<file path="config.mk">
export PLATFORM = sky130hd
export DESIGN_NAME = signed_unsigned_divide_16
export DESIGN_NICKNAME = d
export VERILOG_FILES = /design/src/sud16_pkg.sv /design/src/signed_unsigned_divide_16.sv
export SDC_FILE = /design/constraint.sdc
export NUM_CORES = 2
export LEC_CHECK = 0
export ABC_AREA = 0
export BUFFER_PORTS_ARGS = -buffer_cell sky130_fd_sc_hd__clkbuf_2
export CAP_MARGIN = 10
export CORE_MARGIN = 8
export CORE_UTILIZATION = 36
export CTS_BUF_LIST = sky130_fd_sc_hd__clkbuf_4
export DETAILED_ROUTE_END_ITERATION = 10
export GPL_TIMING_DRIVEN = 0
export PLACE_DENSITY = 0.55
export SYNTH_ARGS = -nofsm -noshare
export SYNTH_HDL_FRONTEND = slang
export SYNTH_SLANG_ARGS = --single-unit
</file>
<file path="constraint.sdc">
create_clock -name clock -period 73.6 [get_ports clock]
set_clock_uncertainty 0.1 [all_clocks]
set_input_delay 18.4 -clock clock [delete_from_list [all_inputs] [get_ports clock]]
set_output_delay 18.4 -clock clock [all_outputs]
set_load 0.01 [all_outputs]
</file>
<file path="src/sud16_pkg.sv">
`default_nettype none

package sud16_pkg;

   localparam int DVD_W   = 32;
   localparam int DVS_W   = 16;
   localparam int REG_W   = 3;
   localparam int DIV_W   = 4;
   localparam int CYC_W   = 8;
   localparam int COUNT_W = 12;
   localparam int STEPS   = 16;

   localparam logic CMD_DIVU = 1'b0;
   localparam logic CMD_DIVS = 1'b1;

   localparam logic [DIV_W-1:0] CLK_DIV_RESET = 4'd7;

   localparam logic [CYC_W-1:0] CYC_DIVU_BASE = 8'd12;
   localparam logic [CYC_W-1:0] CYC_DIVU_OVF  = 8'd6;
   localparam logic [CYC_W-1:0] CYC_DIVS_BASE = 8'd12;
   localparam logic [CYC_W-1:0] CYC_DVD_NEG   = 8'd2;
   localparam logic [CYC_W-1:0] CYC_TOP       = 8'd4;
   localparam logic [CYC_W-1:0] CYC_SUB       = 8'd6;
   localparam logic [CYC_W-1:0] CYC_SHIFT     = 8'd8;
   localparam logic [CYC_W-1:0] CYC_NEG_DVS   = 8'd16;
   localparam logic [CYC_W-1:0] CYC_NEG_DVD   = 8'd18;
   localparam logic [CYC_W-1:0] CYC_POS_POS   = 8'd14;

   typedef struct packed {
      logic             cmd;
      logic [DVD_W-1:0] dividend;
      logic [DVS_W-1:0] divisor;
      logic [REG_W-1:0] target_reg;
   } req_type;

   typedef struct packed {
      logic [DVD_W-1:0]   packed_result;
      logic               write_enable;
      logic [REG_W-1:0]   target_reg_out;
      logic               n_flag;
      logic               z_flag;
      logic               v_flag;
      logic [COUNT_W-1:0] cycles_spent;
   } rsp_type;

endpackage

`default_nettype wire

</file>
<file path="src/signed_unsigned_divide_16.sv">
// Channel  Direction  Handshake             Payload
// req      in         req_valid/req_stall   sud16_pkg::req_type
// rsp      out        rsp_valid/rsp_stall   sud16_pkg::rsp_type
// csr      in         csr_valid/csr_ready   clock divider, 4 bits
//
// One transfer is taken every cycle while req_stall is low.
// The latency is set by the 16 shift-subtract stages, one quotient bit each,
// plus entry, overflow check, sign fixup and output stages.
// Reset is synchronous; it empties the pipeline and sets the clock divider to 7.
// A result held by rsp_stall freezes every stage and raises req_stall in that cycle.
`default_nettype none

module signed_unsigned_divide_16 (
   input  wire logic               clock,
   input  wire logic               reset,
   input  wire logic               req_valid,
   output logic                    req_stall,
   input  wire sud16_pkg::req_type req_data,
   output logic                    rsp_valid,
   input  wire logic               rsp_stall,
   output sud16_pkg::rsp_type      rsp_data,
   input  wire logic               csr_valid,
   output logic                    csr_ready,
   input  wire logic [3:0]         csr_data
);

   import sud16_pkg::*;

   localparam int NUM_ST = STEPS + 2;

   typedef struct packed {
      logic             cmd;
      logic             ovf;
      logic             dvd_neg;
      logic             dvs_neg;
      logic [DVD_W-1:0] orig;
      logic [DVD_W-1:0] rem;
      logic [DVS_W-1:0] dsh_hi;
      logic [DVS_W-1:0] quo;
      logic [CYC_W-1:0] cyc;
      logic [REG_W-1:0] tgt;
   } stage_type;

   typedef struct packed {
      logic [DVD_W-1:0] res;
      logic             we;
      logic [REG_W-1:0] tgt;
      logic             n;
      logic             z;
      logic             v;
      logic [CYC_W-1:0] cyc;
   } fix_type;

   function automatic stage_type div_step(input stage_type s, input logic last);
      stage_type        r;
      logic             top;
      logic [DVD_W-1:0] sh;
      logic             ge;
      r   = s;
      top = s.rem[DVD_W-1];
      sh  = {s.rem[DVD_W-2:0], 1'b0};
      ge  = top || (sh[DVD_W-1:DVS_W] >= s.dsh_hi);
      r.rem = ge ? (sh - {s.dsh_hi, {DVS_W{1'b0}}}) : sh;
      r.quo = {s.quo[DVS_W-2:0], ge};
      if (!last && !s.ovf) begin
         r.cyc = s.cyc + (top ? CYC_TOP : (ge ? CYC_SUB : CYC_SHIFT));
      end
      return r;
   endfunction

   logic             adv;
   logic [DIV_W-1:0] clk_div_ff;
   stage_type        entry_in;
   stage_type        chk_in;
   stage_type        st_ff [NUM_ST];
   logic             vld_ff [NUM_ST];
   fix_type          fix_in, fix_ff;
   logic             fix_vld_ff;
   rsp_type          rsp_in, rsp_ff;
   logic             rsp_vld_ff;

   logic [DVS_W-1:0] qm, qn, rm, rn, qf, rf;
   logic             ovf_f;
   logic [CYC_W-1:0] cyc_f;

   assign adv       = !(rsp_vld_ff && rsp_stall);
   assign req_stall = !adv;
   assign rsp_valid = rsp_vld_ff;
   assign rsp_data  = rsp_ff;
   assign csr_ready = 1'b1;

   always_ff @(posedge clock) begin
      if (reset) begin
         clk_div_ff <= CLK_DIV_RESET;
      end else if (csr_valid && csr_ready) begin
         clk_div_ff <= csr_data;
      end
   end

   always_comb begin
      entry_in         = '0;
      entry_in.cmd     = req_data.cmd;
      entry_in.dvd_neg = (req_data.cmd == CMD_DIVS) && req_data.dividend[DVD_W-1];
      entry_in.dvs_neg = (req_data.cmd == CMD_DIVS) && req_data.divisor[DVS_W-1];
      entry_in.orig    = req_data.dividend;
      entry_in.rem     = entry_in.dvd_neg ? (-req_data.dividend) : req_data.dividend;
      entry_in.dsh_hi  = entry_in.dvs_neg ? (-req_data.divisor) : req_data.divisor;
      entry_in.tgt     = req_data.target_reg;
      if (req_data.cmd == CMD_DIVS) begin
         entry_in.cyc = entry_in.dvd_neg ? (CYC_DIVS_BASE + CYC_DVD_NEG) : CYC_DIVS_BASE;
      end else begin
         entry_in.cyc = CYC_DIVU_BASE;
      end
   end

   always_comb begin
      chk_in = st_ff[0];
      if (st_ff[0].cmd == CMD_DIVS) begin
         chk_in.ovf = ({st_ff[0].dsh_hi, {DVS_W{1'b0}}} <= st_ff[0].rem);
      end else begin
         chk_in.ovf = ({st_ff[0].dsh_hi, {DVS_W{1'b0}}} < st_ff[0].rem);
         if (chk_in.ovf) begin
            chk_in.cyc = CYC_DIVU_OVF;
         end
      end
   end

   always_ff @(posedge clock) begin
      if (reset) begin
         vld_ff[0] <= 1'b0;
         vld_ff[1] <= 1'b0;
      end else if (adv) begin
         vld_ff[0] <= req_valid;
         vld_ff[1] <= vld_ff[0];
      end
      if (adv) begin
         st_ff[0] <= entry_in;
         st_ff[1] <= chk_in;
      end
   end

   for (genvar k = 0; k < STEPS; k++) begin : g_step
      always_ff @(posedge clock) begin
         if (reset) begin
            vld_ff[k+2] <= 1'b0;
         end else if (adv) begin
            vld_ff[k+2] <= vld_ff[k+1];
         end
         if (adv) begin
            st_ff[k+2] <= div_step(st_ff[k+1], k == STEPS - 1);
         end
      end
   end

   always_comb begin
      qm    = st_ff[NUM_ST-1].quo;
      rm    = st_ff[NUM_ST-1].rem[DVD_W-1:DVS_W];
      qn    = -qm;
      rn    = -rm;
      qf    = qm;
      rf    = rm;
      ovf_f = st_ff[NUM_ST-1].ovf;
      cyc_f = st_ff[NUM_ST-1].cyc;
      if (!st_ff[NUM_ST-1].ovf && st_ff[NUM_ST-1].cmd == CMD_DIVS) begin
         if (st_ff[NUM_ST-1].dvs_neg) begin
            cyc_f = cyc_f + CYC_NEG_DVS;
            if (st_ff[NUM_ST-1].dvd_neg) begin
               if (qm[DVS_W-1]) begin
                  ovf_f = 1'b1;
               end else begin
                  rf = rn;
               end
            end else begin
               qf = qn;
               if (qn != '0 && !qn[DVS_W-1]) begin
                  ovf_f = 1'b1;
               end
            end
         end else if (st_ff[NUM_ST-1].dvd_neg) begin
            cyc_f = cyc_f + CYC_NEG_DVD;
            qf    = qn;
            if (qn != '0 && !qn[DVS_W-1]) begin
               ovf_f = 1'b1;
            end else begin
               rf = rn;
            end
         end else begin
            cyc_f = cyc_f + CYC_POS_POS;
            if (qm[DVS_W-1]) begin
               ovf_f = 1'b1;
            end
         end
      end
      fix_in.tgt = st_ff[NUM_ST-1].tgt;
      fix_in.cyc = cyc_f;
      if (ovf_f) begin
         fix_in.res = st_ff[NUM_ST-1].orig;
         fix_in.we  = 1'b0;
         fix_in.n   = 1'b1;
         fix_in.z   = 1'b0;
         fix_in.v   = 1'b1;
      end else begin
         fix_in.res = {rf, qf};
         fix_in.we  = 1'b1;
         fix_in.n   = qf[DVS_W-1];
         fix_in.z   = (qf == '0);
         fix_in.v   = 1'b0;
      end
   end

   always_comb begin
      rsp_in.packed_result  = fix_ff.res;
      rsp_in.write_enable   = fix_ff.we;
      rsp_in.target_reg_out = fix_ff.tgt;
      rsp_in.n_flag         = fix_ff.n;
      rsp_in.z_flag         = fix_ff.z;
      rsp_in.v_flag         = fix_ff.v;
      rsp_in.cycles_spent   = {{(COUNT_W-CYC_W){1'b0}}, fix_ff.cyc}
                            * {{(COUNT_W-DIV_W){1'b0}}, clk_div_ff};
   end

   always_ff @(posedge clock) begin
      if (reset) begin
         fix_vld_ff <= 1'b0;
         rsp_vld_ff <= 1'b0;
      end else if (adv) begin
         fix_vld_ff <= vld_ff[NUM_ST-1];
         rsp_vld_ff <= fix_vld_ff;
      end
      if (adv) begin
         fix_ff <= fix_in;
         rsp_ff <= rsp_in;
      end
   end

endmodule

`default_nettype wire

</file>
==> flow_summary.json <==
{
  "syn_avg_cell_area_sq_um": 15.02,
  "grt_pass1_vias": 41145,
  "synth_edf_count": 1754,
  "start_util_pct": 36.24,
  "cpPeakStageDelay_ns": 0.45,
  "ios": 115,
  "drive_above_1_share_pct": 17.24,
  "setup_viol": 0,
  "status": "complete, no violations",
  "wirelength_mm": 136.0,
  "antenna_found_initial": 9,
  "cts_setup_buffers": 0,
  "cts.sinks": 1760,
  "utilization_pct": 40.93,
  "synth-xor-area-share_pct": 3.720,
  "drcViolationCount": 0,
  "synth_area_sq_um": 75110,
  "ir_worst_vdd_v": 0.00001642,
  "numCtsBuffers": 448,
  "core_area_sq_um": 207300,
  "tns_ns": 0,
  "async_reset_ff_share_pct": 0,
  "gp_congestion": 0.9107,
  "ys.flop_type": "edfxtp_1",
  "yosys_register_bits": 1760,
  "synth-compound-area-share_pct": 7.048,
  "relSlewSlack_pct": 24.49,
  "rsz0062_at_grt": "false",
  "hpwl_mm": 95.24,
  "htree_num_levels": 5,
  "r2r_slack_ns": 68.19,
  "p_per_area_nw_per_um2": 40.09,
  "critPathLaunchType": "input pin",
  "synthMuxAreaShare_pct": 3.236,
  "final-max-slew-violation-count": 0,
  "p_leak_nw": 33.56,
  "dr_total_vias": 40557,
  "worst_ep_arrival_time_ns": 19.37,
  "track_usage_pct": 11.75,
  "post_drt_wl_per_cell_um": 15.71,
  "critPathRequiredTime_ns": 55.10,
  "synth_nets": 5443,
  "final-hold-violation-count": 0,
  "layout_commonest_cell": "edfxtp_1",
  "path_common_cell": "clkbuf_2",
  "ys_warn_count": 0,
  "period_share_pct": 51.45,
  "fmax_ghz": 0.02641,
  "cts_root_buffer": "clkbuf_4",
  "most-common-layout-cells": "edfxtp_1 (1754), clkbuf_4 (634), inv_1 (423)",
  "grt_max_degree": 132,
  "synthSimpleGateAreaFrac_pct": 6.401,
  "cts_hold_buf": 0,
  "via_per_inst": 4.684,
  "clk_latency_ns": 1.26,
  "hold_class": "flop to flop",
  "cts_tree": "built",
  "fin_crit_ns": 37.87,
  "synth_adder_area_share_pct": 6.740,
  "fillers": 19185,
  "fin_nets": 6021,
  "drtAntennaViolNets": 0,
  "drv_cap": 0,
  "synth_top_family_by_area": "compound AO/OA/AOI/OAI gates",
  "drtPass1Iterations": 8,
  "endpoint_kind": "output pin",
  "die_h_um": 472.8,
  "clk_path_buf_depth": 4,
  "grt_pass1_wl_mm": 213.6,
  "grt-ovfl-total": 0,
  "ys_seq_area_share_pct": 70.28,
  "rows": 167,
  "cts_resized": 0,
  "syn_inst": 5002,
  "critPathSlowestCell": "nand2_8",
  "synthDistinctLibCells": 81,
  "die_x_um": 472.8,
  "path_max_fanout": 82,
  "initialDrtViolationCount": 2023,
  "port_buffers": 111,
  "design.die.area_sq_um": 223500,
  "worst_slew_pin_slew_ns": 1.124,
  "cp_num_buf_inv": 3,
  "cts.reportedPaths.clkPinSlew_ns": 0.06,
  "critical_path_class": "input pin to output pin",
  "area_growth_pct": 12.95,
  "worstPathCellList": "clkbuf_2, nand2_8, inv_1, clkbuf_2",
  "path_delay_family": "buffers and inverters"
}
## metal layers
| layer | global-route usage [%] | up-vias | share of wire [%] |
|---|---|---|---|
| met5 | 0 | - | 0.058 |
| met4 | 5.917 | 12 | 3.9 |
| met3 | 3.082 | 365 | 4.7 |
| met2 | 19.92 | 845 | 48 |
| met1 | 13.83 | 19181 | 43 |
| li1 | - | 20154 | - |
## final cells by class
| type | count | area, sq um | area share, % |
|---|---|---|---|
| clock buffer | 634 | 4760 | 5.610 |
| clock inverter | 96 | 434.2 | 0.5117 |
| multi-input combinational | 2741 | 20410 | 24.06 |
| inverter | 426 | 1599 | 1.885 |
| sequential | 1760 | 52790 | 62.22 |
| timing repair buffer | 128 | 1006 | 1.186 |
| tap | 2788 | 3488 | 4.111 |
| buffer | 75 | 327.8 | 0.3864 |
| antenna | 10 | 25.02 | 0.02949 |
## per-stage QoR
| stage | setup slack [ns] | cells | total power, mW | area [sq um] | hold WS [ns] |
|---|---|---|---|---|---|
| global placement | 6.161 | 7901 | 2.644 | 79160 | 0.3006 |
| detailed placement | 35.65 | 7918 | 2.665 | 79630 | 0.3045 |
| finish | 35.73 | 8658 | 3.401 | 84840 | 0.2420 |
| CTS | 35.65 | 8648 | 3.457 | 84820 | 0.2230 |
| global route | 35.60 | 8658 | 3.654 | 84840 | 0.2279 |
| floorplan | 13.27 | 5002 | 2.356 | 75120 | 0.3003 |
## cell usage after synthesis (all sizes together), types with 6 or more instances
cell / n / share of area, %
a31o: 7 / 0.082
inv: 424 / 2.1
a21boi: 9 / 0.090
a21o: 83 / 0.83
o311ai: 6 / 0.070
xor2: 109 / 1.3
mux2i: 43 / 0.57
or3: 29 / 0.24
fa: 41 / 1.1
nor2b: 55 / 0.46
nor4: 24 / 0.22
o21a: 52 / 0.52
ha: 339 / 5.6
a22o: 6 / 0.070
o41ai: 25 / 0.29
a31oi: 19 / 0.16
o2111ai: 7 / 0.090
a2111oi: 7 / 0.082
o21bai: 18 / 0.18
a211oi: 30 / 0.33
a21oi: 248 / 1.7
nand3: 57 / 0.38
nand2: 249 / 1.2
buf: 23 / 0.17
o21ai: 195 / 1.3
nand2b: 34 / 0.28
o211ai: 8 / 0.080
xnor2: 210 / 2.4
a41o: 6 / 0.080
clkbuf: 52 / 0.26
nor3: 111 / 0.74
a221oi: 9 / 0.10
nor3b: 21 / 0.21
nand4: 48 / 0.40
o41a: 6 / 0.090
and2: 45 / 0.37
and3: 33 / 0.27
nor2: 261 / 1.3
dfxtp: 6 / 0.16
or2: 13 / 0.11
edfxtp: 1754 / 70
a211o: 7 / 0.082
mux2: 177 / 2.7
o31ai: 36 / 0.37
## cell families (layout without fill, tap and decap cells)
kind of cell	after synthesis	count (layout)
flip-flops	1760	1760
AND/OR/NAND/NOR	994	994
AO/OA/AOI/OAI	826	826
buffers and inverters	501	1359
adder cells (fa/ha/maj)	380	380
XOR/XNOR	319	319
multiplexers	220	220
other	2	12
## report_power, final
| part | leakage (nW) | internal (mW) | total, mW | switching, mW |
|---|---|---|---|---|
| Combinational | 11.7 | 0.522 | 1.13 | 0.612 |
| Clock | 3.14 | 0.397 | 0.763 | 0.366 |
| Sequential | 18.7 | 1.39 | 1.50 | 0.112 |
## worst reg2reg max path, stage by stage (launching register included)
cell,delay [ns]
edfxtp_1,0.41
inv_1,0.06
ha_1,0.21
fa_1,0.41
nor2b_1,0.14
o21ai_0,0.14
a21oi_1,0.27
o31a_1,0.24
o41ai_1,0.14
a31oi_1,0.43
clkbuf_1,0.50
clkbuf_1,0.67
inv_1,0.10
ha_1,0.35
a21oi_1,0.07
nor3b_1,0.30
nand3_1,0.14
xnor2_1,0.47
## final timing paths
path | start | to | depth (start not counted)
worst max-delay path | rsp_stall | req_stall | 4
worst min-delay path | st_ff[2][86] | st_ff[3][86] | 0
worst max register to register | st_ff[11][58] | st_ff[12][10] | 17
worst min register to register | st_ff[2][86] | st_ff[3][86] | 0
## state kept, by name (all words and copies together) (netlist names)
name	count
st_ff	1640
rsp_data	50
fix_ff	46
vld_ff	18
clk_div_ff	4
fix_vld_ff	1
rsp_valid	1
Note: power is estimated with default switching activity, not from simulation.
